[config.mk]
export PLATFORM = sky130hd
export DESIGN_NAME = rgb_led_blink_sequencer_pwm_top
export DESIGN_NICKNAME = d
export VERILOG_FILES = /design/src/rlbs_pkg.sv /design/src/rlbs_cfg.sv /design/src/rlbs_seq.sv /design/src/rlbs_pwm.sv /design/src/rgb_led_blink_sequencer_pwm_top.sv
export SDC_FILE = /design/constraint.sdc
export NUM_CORES = 1
export LEC_CHECK = 0
export BUFFER_PORTS_ARGS = -buffer_cell sky130_fd_sc_hd__buf_4
export CORE_AREA = 2 2 134 136
export CTS_CLUSTER_DIAMETER = 30
export DETAILED_ROUTE_END_ITERATION = 12
export DIE_AREA = 0 0 136 138
export PLACE_DENSITY = 0.69
export RECOVER_POWER = 50
export SLEW_MARGIN = 30
export SYNTH_ARGS = -nofsm -noshare
export SYNTH_HDL_FRONTEND = slang
export SYNTH_SLANG_ARGS = --single-unit
[constraint.sdc]
create_clock -name clk -period 4.92 [get_ports clk]
set_input_delay 0.984 -clock clk [delete_from_list [all_inputs] [get_ports clk]]
set_output_delay 0.984 -clock clk [all_outputs]
set_load 0.02 [all_outputs]
[src/rlbs_pkg.sv]
package rlbs_pkg;

  // Field widths fixed by the item and register formats
  localparam int LEVEL_W   = 5;
  localparam int COLOUR_W  = 3 * LEVEL_W;
  localparam int TIME_W    = 16;
  localparam int ELAPSED_W = 10;
  localparam int SLOT_W    = 3;
  localparam int CFG_IDX_W = 3;

  // Configuration register indexes
  localparam logic [CFG_IDX_W-1:0] REG_COLOUR_A    = 3'd0;
  localparam logic [CFG_IDX_W-1:0] REG_SLOT_COUNT  = 3'd4;
  localparam logic [CFG_IDX_W-1:0] REG_ON_TIME     = 3'd5;
  localparam logic [CFG_IDX_W-1:0] REG_SLOT_PERIOD = 3'd6;
  localparam logic [CFG_IDX_W-1:0] REG_PAUSE_TIME  = 3'd7;

  // Reset values of the timing registers
  localparam logic [TIME_W-1:0] ON_TIME_RST     = 16'd100;
  localparam logic [TIME_W-1:0] SLOT_PERIOD_RST = 16'd300;
  localparam logic [TIME_W-1:0] PAUSE_TIME_RST  = 16'd1000;
  localparam logic [TIME_W-1:0] TIME_MAX        = 16'hFFFF;

  typedef struct packed {
    logic                 seq_update;
    logic [ELAPSED_W-1:0] elapsed_ms;
  } in_t;

  typedef struct packed {
    logic red_on;
    logic green_on;
    logic blue_on;
  } out_t;

  // Sequencer timing settings shared by the register file and the sequencer
  typedef struct packed {
    logic [SLOT_W-1:0] slot_count;
    logic [TIME_W-1:0] on_time;
    logic [TIME_W-1:0] slot_period;
    logic [TIME_W-1:0] pause_time;
  } seq_cfg_t;

endpackage

[src/rlbs_cfg.sv]
module rlbs_cfg
  import rlbs_pkg::*;
#(
  parameter int SLOTS = 4
) (
  input  logic                 clk,
  input  logic                 rst,
  input  logic                 wr_en,
  input  logic [CFG_IDX_W-1:0] wr_index,
  input  logic [TIME_W-1:0]    wr_data,
  output logic [COLOUR_W-1:0]  colour [SLOTS],
  output seq_cfg_t             seq_cfg
);

  // Colour slots: only the slots the sequencer can reach are stored
  always_ff @(posedge clk) begin
    for (int s = 0; s < SLOTS; s++) begin
      if (rst) begin
        colour[s] <= '0;
      end else if (wr_en && wr_index == (REG_COLOUR_A + CFG_IDX_W'(s))) begin
        colour[s] <= wr_data[COLOUR_W-1:0];
      end
    end
  end

  // Slot count and timing registers
  always_ff @(posedge clk) begin
    if (rst) begin
      seq_cfg.slot_count  <= '0;
      seq_cfg.on_time     <= ON_TIME_RST;
      seq_cfg.slot_period <= SLOT_PERIOD_RST;
      seq_cfg.pause_time  <= PAUSE_TIME_RST;
    end else if (wr_en) begin
      if (wr_index == REG_SLOT_COUNT)  seq_cfg.slot_count  <= wr_data[SLOT_W-1:0];
      if (wr_index == REG_ON_TIME)     seq_cfg.on_time     <= wr_data;
      if (wr_index == REG_SLOT_PERIOD) seq_cfg.slot_period <= wr_data;
      if (wr_index == REG_PAUSE_TIME)  seq_cfg.pause_time  <= wr_data;
    end
  end

endmodule

[src/rlbs_seq.sv]
module rlbs_seq
  import rlbs_pkg::*;
#(
  parameter int CHANNELS = 3,
  parameter int SLOTS    = 4
) (
  input  logic                 clk,
  input  logic                 rst,
  input  logic                 advance,
  input  in_t                  item,
  input  seq_cfg_t             seq_cfg,
  input  logic [COLOUR_W-1:0]  colour [SLOTS],
  output logic [LEVEL_W-1:0]   level_now [CHANNELS]
);

  logic [SLOT_W-1:0]  slot_index, slot_index_next;
  logic               in_pause, in_pause_next;
  logic [TIME_W-1:0]  elapsed_count, elapsed_count_next;
  logic [LEVEL_W-1:0] channel_level [CHANNELS];

  logic [SLOT_W-1:0]   active_slots;
  logic [COLOUR_W-1:0] colour_sel;
  logic [TIME_W-1:0]   count_base;
  logic [TIME_W:0]     count_sum;
  logic                showing;

  // Slot count clamped to the slots that exist
  assign active_slots = (seq_cfg.slot_count > SLOT_W'(SLOTS)) ? SLOT_W'(SLOTS)
                                                                : seq_cfg.slot_count;
  assign showing = !in_pause && (slot_index < active_slots);

  // Colour of the current slot
  always_comb begin
    colour_sel = '0;
    for (int s = 0; s < SLOTS; s++) begin
      if (slot_index == SLOT_W'(s)) colour_sel = colour[s];
    end
  end

  // One sequencer step; levels seen by this tick's PWM come out directly
  always_comb begin
    slot_index_next = slot_index;
    in_pause_next   = in_pause;
    count_base      = elapsed_count;
    for (int c = 0; c < CHANNELS; c++) level_now[c] = channel_level[c];

    if (item.seq_update) begin
      if (showing) begin
        for (int c = 0; c < CHANNELS; c++) begin
          level_now[c] = (elapsed_count < seq_cfg.on_time)
                         ? colour_sel[LEVEL_W*(2-c) +: LEVEL_W] : '0;
        end
        if (elapsed_count > seq_cfg.slot_period) begin
          count_base      = '0;
          slot_index_next = slot_index + 1'b1;
        end
      end else begin
        in_pause_next = 1'b1;
        if (elapsed_count > seq_cfg.pause_time) begin
          count_base      = '0;
          slot_index_next = '0;
          in_pause_next   = 1'b0;
        end
      end
      if (slot_index_next >= active_slots) in_pause_next = 1'b1;
    end
  end

  // Saturating add of the elapsed time
  assign count_sum = {1'b0, count_base} + (TIME_W+1)'(item.elapsed_ms);
  assign elapsed_count_next = !item.seq_update ? elapsed_count
                            : count_sum[TIME_W] ? TIME_MAX : count_sum[TIME_W-1:0];

  // Sequencer state
  always_ff @(posedge clk) begin
    if (rst) begin
      slot_index    <= '0;
      in_pause      <= 1'b0;
      elapsed_count <= '0;
      for (int c = 0; c < CHANNELS; c++) channel_level[c] <= '0;
    end else if (advance) begin
      slot_index    <= slot_index_next;
      in_pause      <= in_pause_next;
      elapsed_count <= elapsed_count_next;
      for (int c = 0; c < CHANNELS; c++) channel_level[c] <= level_now[c];
    end
  end

endmodule

[src/rlbs_pwm.sv]
module rlbs_pwm
  import rlbs_pkg::*;
#(
  parameter int CHANNELS = 3,
  parameter int PWM_TOP  = 20
) (
  input  logic               clk,
  input  logic               rst,
  input  logic               advance,
  input  logic [LEVEL_W-1:0] level [CHANNELS],
  output out_t               drive
);

  localparam int PHASE_W = $clog2(PWM_TOP + 1);

  logic [PHASE_W-1:0] pwm_phase [CHANNELS];
  logic [2:0]         lit;

  // Channel is lit while its phase is below its level
  always_comb begin
    lit = '0;
    for (int c = 0; c < CHANNELS; c++) begin
      lit[2-c] = LEVEL_W'(pwm_phase[c]) < level[c];
    end
  end

  assign drive.red_on   = lit[2];
  assign drive.green_on = lit[1];
  assign drive.blue_on  = lit[0];

  // Phase counters wrap after PWM_TOP
  always_ff @(posedge clk) begin
    for (int c = 0; c < CHANNELS; c++) begin
      if (rst) begin
        pwm_phase[c] <= '0;
      end else if (advance) begin
        pwm_phase[c] <= (pwm_phase[c] == PHASE_W'(PWM_TOP)) ? '0 : pwm_phase[c] + 1'b1;
      end
    end
  end

endmodule

[src/rgb_led_blink_sequencer_pwm_top.sv]
// Channel  Handshake              Payload
// in       in_valid / in_stall    in_data   (seq_update, elapsed_ms)
// out      out_valid / out_stall  out_data  (red_on, green_on, blue_on)
// cfg      cfg_valid / cfg_ready  cfg_index, cfg_data
//
// One tick per cycle sustained while out is not stalled; a tick passes through the input
// register, then the result register, and its result shows on out from there.
// The sequencer and PWM state update as a tick moves from the input register
// into the result register. Reset is synchronous and resets all state and registers
// except the in_q and out_data payloads. A stall on out holds the result register
// and backs up into in_stall only once the input register is also full.
module rgb_led_blink_sequencer_pwm_top
  import rlbs_pkg::*;
#(
  parameter int CHANNELS = 3,
  parameter int SLOTS    = 4,
  parameter int PWM_TOP  = 20
) (
  input  logic                 clk,
  input  logic                 rst,
  input  logic                 in_valid,
  output logic                 in_stall,
  input  in_t                  in_data,
  output logic                 out_valid,
  input  logic                 out_stall,
  output out_t                 out_data,
  input  logic                 cfg_valid,
  output logic                 cfg_ready,
  input  logic [CFG_IDX_W-1:0] cfg_index,
  input  logic [TIME_W-1:0]    cfg_data
);

  logic                in_q_valid;
  in_t                 in_q;
  logic                out_open;
  logic                advance;
  logic                in_take;
  logic [COLOUR_W-1:0] colour [SLOTS];
  seq_cfg_t            seq_cfg;
  logic [LEVEL_W-1:0]  level_now [CHANNELS];
  out_t                drive;

  assign cfg_ready = 1'b1;

  // Pipeline flow control
  assign out_open = !out_valid || !out_stall;
  assign advance  = in_q_valid && out_open;
  assign in_stall = in_q_valid && !out_open;
  assign in_take  = in_valid && !in_stall;

  rlbs_cfg #(.SLOTS(SLOTS)) u_cfg (
    .clk      (clk),
    .rst      (rst),
    .wr_en    (cfg_valid && cfg_ready),
    .wr_index (cfg_index),
    .wr_data  (cfg_data),
    .colour   (colour),
    .seq_cfg  (seq_cfg)
  );

  rlbs_seq #(.CHANNELS(CHANNELS), .SLOTS(SLOTS)) u_seq (
    .clk       (clk),
    .rst       (rst),
    .advance   (advance),
    .item      (in_q),
    .seq_cfg   (seq_cfg),
    .colour    (colour),
    .level_now (level_now)
  );

  rlbs_pwm #(.CHANNELS(CHANNELS), .PWM_TOP(PWM_TOP)) u_pwm (
    .clk     (clk),
    .rst     (rst),
    .advance (advance),
    .level   (level_now),
    .drive   (drive)
  );

  // Input register
  always_ff @(posedge clk) begin
    if (rst) begin
      in_q_valid <= 1'b0;
    end else if (in_take) begin
      in_q_valid <= 1'b1;
    end else if (advance) begin
      in_q_valid <= 1'b0;
    end
  end

  always_ff @(posedge clk) begin
    if (in_take) in_q <= in_data;
  end

  // Result register
  always_ff @(posedge clk) begin
    if (rst) begin
      out_valid <= 1'b0;
    end else if (advance) begin
      out_valid <= 1'b1;
    end else if (!out_stall) begin
      out_valid <= 1'b0;
    end
  end

  always_ff @(posedge clk) begin
    if (advance) out_data <= drive;
  end

endmodule

==> run summary, run 1 <==
FLOORPLAN
----------------------------------------------------------------------------------------
Die footprint                                                                18,800 um^2
Die X-Extent                                                                      136 um
I/O pin count                                                                         41
Number of placement rows                                                              49
Starting density of the core                                                       0.533
Floorplan core area                                                          17,500 um^2
Vertical die dimension                                                            138 um

WORST SETUP PATH
----------------------------------------------------------------------------------------
Slowest cell on the critical path                                           sky130_fd_sc_hd__a211oi_4
Worst Reg2Reg Path Length in Cells                                                    19
Critical path arrival                                                            4.90 ns
Classification of the worst setup path                                      flop to flop
Top delay family on crit path                                               compound AO/OA/AOI/OAI gates
CP bufs+invs                                                                           2
Nature of the critical path startpoint                                              flop
Largest fanout of any net on the critical path                                        16
Type of destination of the critical path                                            flop
Critical Path Max Stage Delay                                                    0.43 ns
WP data required                                                                 5.20 ns
WP depth                                                                              19
Cells along the critical path                                               inv_1, nand2_1, ha_1, a21o_1, a211oi_4, o41ai_2, a21oi_4, o21ai_2, buf_4, and2_1, ha_1, o21a_1, o31a_1, or4_1, a31oi_1, o21a_1, nor3_2, o41ai_1, a221oi_1

CLOCK TREE
----------------------------------------------------------------------------------------
Clock tree from TritonCTS                                                            yes
Number of levels in the clock H-tree                                                   4
Master cell of the clock root buffer                                        sky130_fd_sc_hd__clkbuf_16
Clock transition at path regs                                                    0.08 ns
Clock insertion delay at the later pin of the skew report                        0.44 ns
CTS Buffer Depth                                                                       2
Clk sink count                                                                       177
Number of buffers created by CTS                                                      17
Number of buffers inserted for hold repair after clock tree synthesis                  0

FINISH
----------------------------------------------------------------------------------------
Net count of the finished layout                                                   1,278
Signed area change from the synthesized netlist to the final layout                12.2%
Filler Cells Inserted                                                              1,644
Inserted Diodes                                                                        0
Share of final-layout standard cells stronger than drive strength 1               0.0863

TIMING
----------------------------------------------------------------------------------------
Final setup violation count                                                            0
Max-slew headroom at the worst pin                                                -0.848
Achievable Freq                                                                  216 MHz
Final Hold Fails                                                                       0
Setup Total Neg Slack                                                               0 ns
Actual transition at the worst max-transition pin                                2.77 ns
Worst setup margin                                                              0.299 ns
Final clock skew                                                               0.0129 ns
Final min period                                                                 4.62 ns
Portion of the clock cycle consumed by the worst path in the final layout          0.939
Setup repair after global routing missed its margin                                false
Final max-slew violation count                                                        65

LOGIC SYNTHESIS
----------------------------------------------------------------------------------------
Post-synthesis sequential element count                                              177
Post-synthesis instance area                                                   9350 um^2
Post-synthesis area per instance                                               8.27 um^2
Post-synth top flop                                                         sky130_fd_sc_hd__dfxtp_1
Gate count of the mapped netlist                                                   1,131
Part of the Yosys area used for sequential elements                                0.426
Dominant combinational cell family by area after synthesis                  simple AND/OR/NAND/NOR gates
Post-synthesis share of cell area spent on and, or, nand and nor gates             0.207
Synthesized Nets                                                                   1,252
Synthesized-area fraction occupied by xor and xnor cells                          0.0150
EDFF count, synth                                                                     44
Fraction of the mapped netlist area in compound gates                              0.181
Proportion of synthesized area in mux cells                                      0.00321
Adder and majority gate portion of the synthesized area                            0.116
YS warnings                                                                            0
Synth cell types                                                                      59
Asr flop ratio synth                                                                   0

POWER
----------------------------------------------------------------------------------------
Pwr Density                                                                  316 nW/um^2
Leakage power summed over all cells                                              4.17 nW
Max IR drop VDD                                                               0.000242 V

GLOBAL ROUTE
----------------------------------------------------------------------------------------
Pin count of the biggest net entering global routing                                  74
Number of global-route vias before repair                                          7,392
Congestion Overflow GR                                                                 0
Overall routing resource usage                                                     0.253
Global-route wire length before repair                                           37.7 mm
Number of antenna violations at the first check in global routing                      0

DRT
----------------------------------------------------------------------------------------
First-pass iteration count of the detailed router                                      5
Wire length per cell                                                             16.4 um
Detail Route met2 WL                                                             10.6 mm
Detailed-routing wirelength on met1                                              10.8 mm
Post-detailed-routing wire length                                                23.0 mm
Remaining antenna violation count after routing                                        0
Met3 wire length                                                                 1.32 mm
Number of vias per cell after detailed routing                                      5.61
Top layer reached by signal wires                                                   met4
DRC                                                                                    0
Iter 0 DRT Violations                                                                606
Vias after detailed routing                                                        7,843

FLOW RUN
----------------------------------------------------------------------------------------
Max_cap viols                                                                          1

STATUS
----------------------------------------------------------------------------------------
Failing checks                                                              max-capacitance violations, max-slew violations
Outcome                                                                     finished, violations left

PLACEMENT
----------------------------------------------------------------------------------------
Half-perimeter wire length after placement                                       16.3 mm
Count of input and output buffers                                                     39
Pre-CTS setup slack                                                            0.0300 ns
Gpl congestion                                                                     0.942

WORST HOLD PATH
----------------------------------------------------------------------------------------
Hold-critical path depth                                                               2
Hold Path Class                                                             flop to flop

==> routing by layer <==
layer / vias up / GRT usage
li1: 3930 / -
met1: 3695 / 0.361
met2: 187 / 0.396
met3: 31 / 0.0444
met4: 0 / 0.0652
met5: - / 0
==> worst register-to-register path, cell delays in order (launching register included) <==
cell and delay, ns:
sky130_fd_sc_hd__dfxtp_1 0.40, sky130_fd_sc_hd__inv_1 0.08, sky130_fd_sc_hd__nand2_1 0.10, sky130_fd_sc_hd__ha_1 0.24
sky130_fd_sc_hd__a21o_1 0.19, sky130_fd_sc_hd__a211oi_4 0.43, sky130_fd_sc_hd__o41ai_2 0.18, sky130_fd_sc_hd__a21oi_4 0.27
sky130_fd_sc_hd__o21ai_2 0.11, sky130_fd_sc_hd__buf_4 0.20, sky130_fd_sc_hd__and2_1 0.17, sky130_fd_sc_hd__ha_1 0.33
sky130_fd_sc_hd__o21a_1 0.19, sky130_fd_sc_hd__o31a_1 0.12, sky130_fd_sc_hd__or4_1 0.41, sky130_fd_sc_hd__a31oi_1 0.27
sky130_fd_sc_hd__o21a_1 0.28, sky130_fd_sc_hd__nor3_2 0.11, sky130_fd_sc_hd__o41ai_1 0.25, sky130_fd_sc_hd__a221oi_1 0.13
==> cells in the final DEF (no fill, tap or decap), drive strengths merged, types with 4 or more instances in the layout <==
| cell | Yosys | final |
|---|---|---|
| o21ai | 29 | 29 |
| nand4 | 15 | 15 |
| clkbuf | 47 | 40 |
| a211oi | 15 | 15 |
| dfxtp | 133 | 133 |
| edfxtp | 44 | 44 |
| a22oi | 15 | 15 |
| nand2 | 274 | 274 |
| nand3b | 10 | 10 |
| o31a | 13 | 13 |
| a211o | 4 | 4 |
| nor2 | 86 | 86 |
| nand3 | 14 | 14 |
| and3 | 4 | 4 |
| buf | 6 | 41 |
| nor2b | 10 | 10 |
| and2 | 12 | 12 |
| a21oi | 145 | 145 |
| nand2b | 8 | 8 |
| or3 | 5 | 5 |
| xor2 | 7 | 7 |
| inv | 69 | 78 |
| ha | 85 | 85 |
| nor3 | 7 | 7 |
| xnor2 | 9 | 9 |
| a21o | 22 | 22 |
==> cells by family after synthesis <==
kind of cell / count (synthesis)
simple gates: 454
fa+ha+maj: 86
other cells: 1
buf+inv: 122
xor+xnor: 16
compound gates: 272
flops: 177
mux: 3
==> final cells by class <==
class                   instances  area, um^2  area share
repair buffers                 60         433      0.0413
flip-flops and latches        177        3980       0.380
clock buffers                  21         497      0.0473
inverters                      69         259      0.0247
well taps                     229         287      0.0273
multi-input cells             832        4930       0.470
clock inverters                11         103     0.00978
==> path summary, 6_finish.rpt <==
check                     from                 endpoint  slack, ns
max          u_cfg.seq_cfg[50]  u_seq.elapsed_count[13]       0.30
min          u_cfg.seq_cfg[31]        u_cfg.seq_cfg[31]       0.46
max reg2reg  u_cfg.seq_cfg[50]  u_seq.elapsed_count[13]       0.30
min reg2reg  u_cfg.seq_cfg[31]        u_cfg.seq_cfg[31]       0.46
==> state kept, by name, summed over array words and instances (netlist names) <==
register,count
u_cfg.colour,60
u_cfg.seq_cfg,51
u_seq.elapsed_count,16
u_pwm.pwm_phase,15
u_seq.channel_level,15
in_q,11
out_data,3
u_seq.slot_index,3
in_q_valid,1
out_valid,1
u_seq.in_pause,1
==> through the flow <==
stage	instance area, um^2	util	hold WS (ns)	cells	power, mW
floorplan	9350	-	0.436	1131	1.84
global placement	9860	0.562	0.441	1365	1.95
detailed placement	9860	0.562	0.447	1365	1.96
CTS	10500	0.596	0.456	1397	3.34
global route	10500	0.598	0.472	1399	3.44
finish	10500	0.598	0.456	1399	3.32
==> Yosys cell counts, types with 10 or more instances <==
master	number	area share
sky130_fd_sc_hd__a211oi_1	13	0.010
sky130_fd_sc_hd__a21o_1	22	0.018
sky130_fd_sc_hd__a21oi_1	143	0.077
sky130_fd_sc_hd__a22oi_1	15	0.012
sky130_fd_sc_hd__and2_1	12	0.0080
sky130_fd_sc_hd__clkbuf_1	47	0.019
sky130_fd_sc_hd__dfxtp_1	133	0.28
sky130_fd_sc_hd__edfxtp_1	44	0.14
sky130_fd_sc_hd__ha_1	85	0.11
sky130_fd_sc_hd__inv_1	69	0.028
sky130_fd_sc_hd__nand2_1	273	0.11
sky130_fd_sc_hd__nand3_1	14	0.0075
sky130_fd_sc_hd__nand3b_1	10	0.0080
sky130_fd_sc_hd__nand4_1	15	0.010
sky130_fd_sc_hd__nor2_1	86	0.035
sky130_fd_sc_hd__nor2b_1	10	0.0067
sky130_fd_sc_hd__o21ai_0	28	0.015
sky130_fd_sc_hd__o31a_1	13	0.012
==> where the power goes <==
| group | internal [mW] | switching [mW] |
|---|---|---|
| clock network | 0.749 | 0.636 |
| logic | 0.136 | 0.221 |
| registers | 1.54 | 0.0300 |
==> repair_timing <==
action | in CTS | in global routing
endpoints found under the setup margin | 0 | 16
setup buffers | 0 | 2
resized for setup | 0 | 7
No activity file was read; power rests on OpenSTA's default activity.
==> inputs of run 2 (changes only) <==
- CTS_BUF_LIST: not set -> sky130_fd_sc_hd__clkbuf_8
==> run 2 against run 1 <==
Net effect: fmax grew 0.17%; via count shrank 0.48%; routed wire length shrank 1.3%; register-to-register slack is essentially flat; the run still ends with max-capacitance violations, max-slew violations left; sequential cell count is the same; non-clock buffer count is the same; design area shrank 1.8%.
==> run summary, run 2 (synthesized netlist as in run 1, its figures left out) <==
POWER
----------------------------------------------------------------------------------------
Pwr Density                                                                  291 nW/um^2   -7.8%
Int Pwr                                                                          2.17 mW   -11%
Max IR drop VDD                                                               0.000203 V   -16%
Gate power share                                                                   0.119   +0.011
Switching portion of total power                                                   0.279   +0.0118
Share of power burned in registers                                                 0.524   +0.049
Net switching component of the power                                            0.839 mW   -5.4%
Part of the power in the clock network                                             0.357   -0.061
Leakage power summed over all cells                                              4.08 nW   -2.0%

TIMING
----------------------------------------------------------------------------------------
Max-slew headroom at the worst pin                                                -0.872   -0.0238
Final setup violation count                                                            0   unchanged
Final clock skew                                                               0.0209 ns   +0.00805 ns
Final Hold Fails                                                                       0   unchanged
Portion of the clock cycle consumed by the worst path in the final layout          0.938   -0.00159
Final min period                                                                 4.61 ns   -0.00784 ns
Hold slack                                                                      0.460 ns   +0.00389 ns
Setup repair after global routing missed its margin                                false
Final max-slew violation count                                                        65   unchanged
Actual transition at the worst max-transition pin                                2.81 ns   +0.0356 ns
Setup Total Neg Slack                                                               0 ns   unchanged
Achievable Freq                                                                  217 MHz   +0.17%

STATUS
----------------------------------------------------------------------------------------
Outcome                                                                     finished, violations left
Failing checks                                                              max-capacitance violations, max-slew violations

FINISH
----------------------------------------------------------------------------------------
Share of final-layout standard cells stronger than drive strength 1               0.0855   -0.000855
Inserted Diodes                                                                        0   unchanged
Register with the most flip-flops                                           u_cfg.colour
Most used cells in the layout excluding fill and tap cells                  sky130_fd_sc_hd__nand2_1, sky130_fd_sc_hd__a21oi_1, sky130_fd_sc_hd__dfxtp_1, sky130_fd_sc_hd__nor2_1, sky130_fd_sc_hd__ha_1
Net count of the finished layout                                                   1,278   unchanged
Signed area change from the synthesized netlist to the final layout                10.3%
Number of flip-flops under the largest register name                                  60   unchanged
Leading cell type in the layout, fill and taps excluded                     sky130_fd_sc_hd__nand2_1
Biggest registers after layout                                              u_cfg.colour (60), u_cfg.seq_cfg (51), u_seq.elapsed_count (16)

WORST SETUP PATH
----------------------------------------------------------------------------------------
Worst Reg2Reg Path Length in Cells                                                    19   unchanged
Largest fanout of any net on the critical path                                        16   unchanged
Classification of the worst setup path                                      flop to flop
Type of destination of the critical path                                            flop
Nature of the critical path startpoint                                              flop
WP data required                                                                 5.22 ns   +0.02 ns
Launching point of the worst reg2reg path                                   u_cfg.seq_cfg[50]
Critical path arrival                                                            4.92 ns   +0.02 ns
Worst reg2reg path endpoint                                                 u_seq.elapsed_count[13]
Register-to-register path setup slack                                            0.31 ns   about the same

CLOCK TREE
----------------------------------------------------------------------------------------
Clock insertion delay at the later pin of the skew report                        0.46 ns   +0.02 ns
Clock transition at path regs                                                    0.11 ns   +0.03 ns
Number of buffers inserted for hold repair after clock tree synthesis                  0   unchanged
Number of levels in the clock H-tree                                                   4   unchanged
Clock tree from TritonCTS                                                            yes
Master cell of the clock root buffer                                        sky130_fd_sc_hd__clkbuf_8
Clk sink count                                                                       177   unchanged
CTS Buffer Depth                                                                       2   unchanged
Number of buffers created by CTS                                                      17   unchanged

WORST HOLD PATH
----------------------------------------------------------------------------------------
Terminating pin of the worst hold path                                      u_cfg.seq_cfg[40]
HP Start                                                                    u_cfg.seq_cfg[40]
Hold Path Class                                                             flop to flop
Hold-critical path depth                                                               2   unchanged

DRT
----------------------------------------------------------------------------------------
Number of vias per cell after detailed routing                                      5.58   -0.48%
Post-detailed-routing wire length                                                22.7 mm   -1.3%
Iter 0 DRT Violations                                                                582   -4.0%
First-pass iteration count of the detailed router                                      5   unchanged
Remaining antenna violation count after routing                                        0   unchanged
Vias after detailed routing                                                        7,805   -0.48%
DRC                                                                                    0   unchanged
Wire length per cell                                                             16.2 um   -1.3%

PLACEMENT
----------------------------------------------------------------------------------------
Gpl congestion                                                                     0.942   unchanged
Half-perimeter wire length after placement                                       16.3 mm   unchanged
Count of input and output buffers                                                     39   unchanged

FLOORPLAN
----------------------------------------------------------------------------------------
Starting density of the core                                                       0.533   unchanged
I/O pin count                                                                         41   unchanged
Floorplan core area                                                          17,500 um^2   unchanged
Die X-Extent                                                                      136 um   unchanged
Die footprint                                                                18,800 um^2   unchanged
Vertical die dimension                                                            138 um   unchanged
Number of placement rows                                                              49   unchanged

GLOBAL ROUTE
----------------------------------------------------------------------------------------
Congestion Overflow GR                                                                 0   unchanged
Overall routing resource usage                                                     0.250   -0.00256
Number of global-route vias before repair                                          7,378   -0.19%
Global-route wire length before repair                                           37.4 mm   -0.73%
Pin count of the biggest net entering global routing                                  74   unchanged
Number of antenna violations at the first check in global routing                      0   unchanged

FLOW RUN
----------------------------------------------------------------------------------------
Max_cap viols                                                                          1   unchanged

run 2: changes by cell type in the layout (fill, tap and decap cells not counted), sizes merged:
cell	change
clkbuf	-3
inv	+1
bufinv	+2
run 2: worst max path at each step:
stage / from / end / slack, ns / cells past startpoint
after global routing: u_seq.elapsed_count[10] / u_seq.elapsed_count[13] / 0.02 / 19
after floorplan: u_seq.elapsed_count[14] / u_seq.elapsed_count[0] / 0.41 / 20
after CTS: u_seq.elapsed_count[11] / u_seq.elapsed_count[0] / 0.1 / 19
final: u_cfg.seq_cfg[50] / u_seq.elapsed_count[13] / 0.31 / 19
after detailed placement: u_seq.elapsed_count[14] / u_seq.elapsed_count[0] / 0.03 / 17
after global placement: u_seq.elapsed_count[15] / u_seq.elapsed_count[0] / 0.18 / 17
run 2: per-stage QoR:
stage | area [um^2] | std cells | setup slack (ns) | power [mW] | util
global placement | 9860 | 1365 | 0.176 | 1.95 | 0.562
floorplan | 9350 | 1131 | 0.412 | 1.84 | -
finish | 10300 | 1399 | 0.307 | 3.00 | 0.588
CTS | 10300 | 1397 | 0.0982 | 3.02 | 0.586
detailed placement | 9860 | 1365 | 0.0300 | 1.96 | 0.562
global route | 10300 | 1399 | 0.0182 | 3.13 | 0.588
run 2: timing repair:
action | CTS | global route
setup endpoints to repair | 1 | 16
pin swaps | 0 | 2
resized for setup | 1 | 7
setup buffers | 0 | 2
gates cloned | 0 | 0
run 2: final cells by class:
class / count / area [um^2]
clock buffer: 18 / 248
multi-input combinational: 832 / 4930
tap: 229 / 287
sequential: 177 / 3980
inverter: 69 / 259
clock inverter: 14 / 166
timing repair buffer: 60 / 433
fill: 1672 / 7220
run 2: metal layers:
layer  global-route usage  vias to the layer above  wire, um
li1                     -                     3926         -
met4               0.0576                        0       251
met5                    0                        -         0
met1                0.361                     3675     10900
met2                0.392                      187     10400
met3               0.0414                       17      1140
run 2: critical path, cell delays in order (launching register included):
cell and delay [ns]:
sky130_fd_sc_hd__dfxtp_1 0.41, sky130_fd_sc_hd__inv_1 0.09, sky130_fd_sc_hd__nand2_1 0.10, sky130_fd_sc_hd__ha_1 0.24
sky130_fd_sc_hd__a21o_1 0.19, sky130_fd_sc_hd__a211oi_4 0.41, sky130_fd_sc_hd__o41ai_2 0.18, sky130_fd_sc_hd__a21oi_4 0.26
sky130_fd_sc_hd__o21ai_2 0.11, sky130_fd_sc_hd__buf_4 0.20, sky130_fd_sc_hd__and2_1 0.17, sky130_fd_sc_hd__ha_1 0.33
sky130_fd_sc_hd__o21a_1 0.19, sky130_fd_sc_hd__o31a_1 0.12, sky130_fd_sc_hd__or4_1 0.41, sky130_fd_sc_hd__a31oi_1 0.27
sky130_fd_sc_hd__o21a_1 0.28, sky130_fd_sc_hd__nor3_2 0.11, sky130_fd_sc_hd__o41ai_1 0.24, sky130_fd_sc_hd__a221oi_1 0.13
run 2: power groups by stage:
stage / Clock [mW] / Combinational [mW] / Sequential, mW
CTS: 1.09 / 0.355 / 1.57
global route: 1.15 / 0.400 / 1.58
detailed placement: 0 / 0.353 / 1.61
floorplan: 0 / 0.233 / 1.60
finish: 1.07 / 0.357 / 1.57
global placement: 0 / 0.348 / 1.61
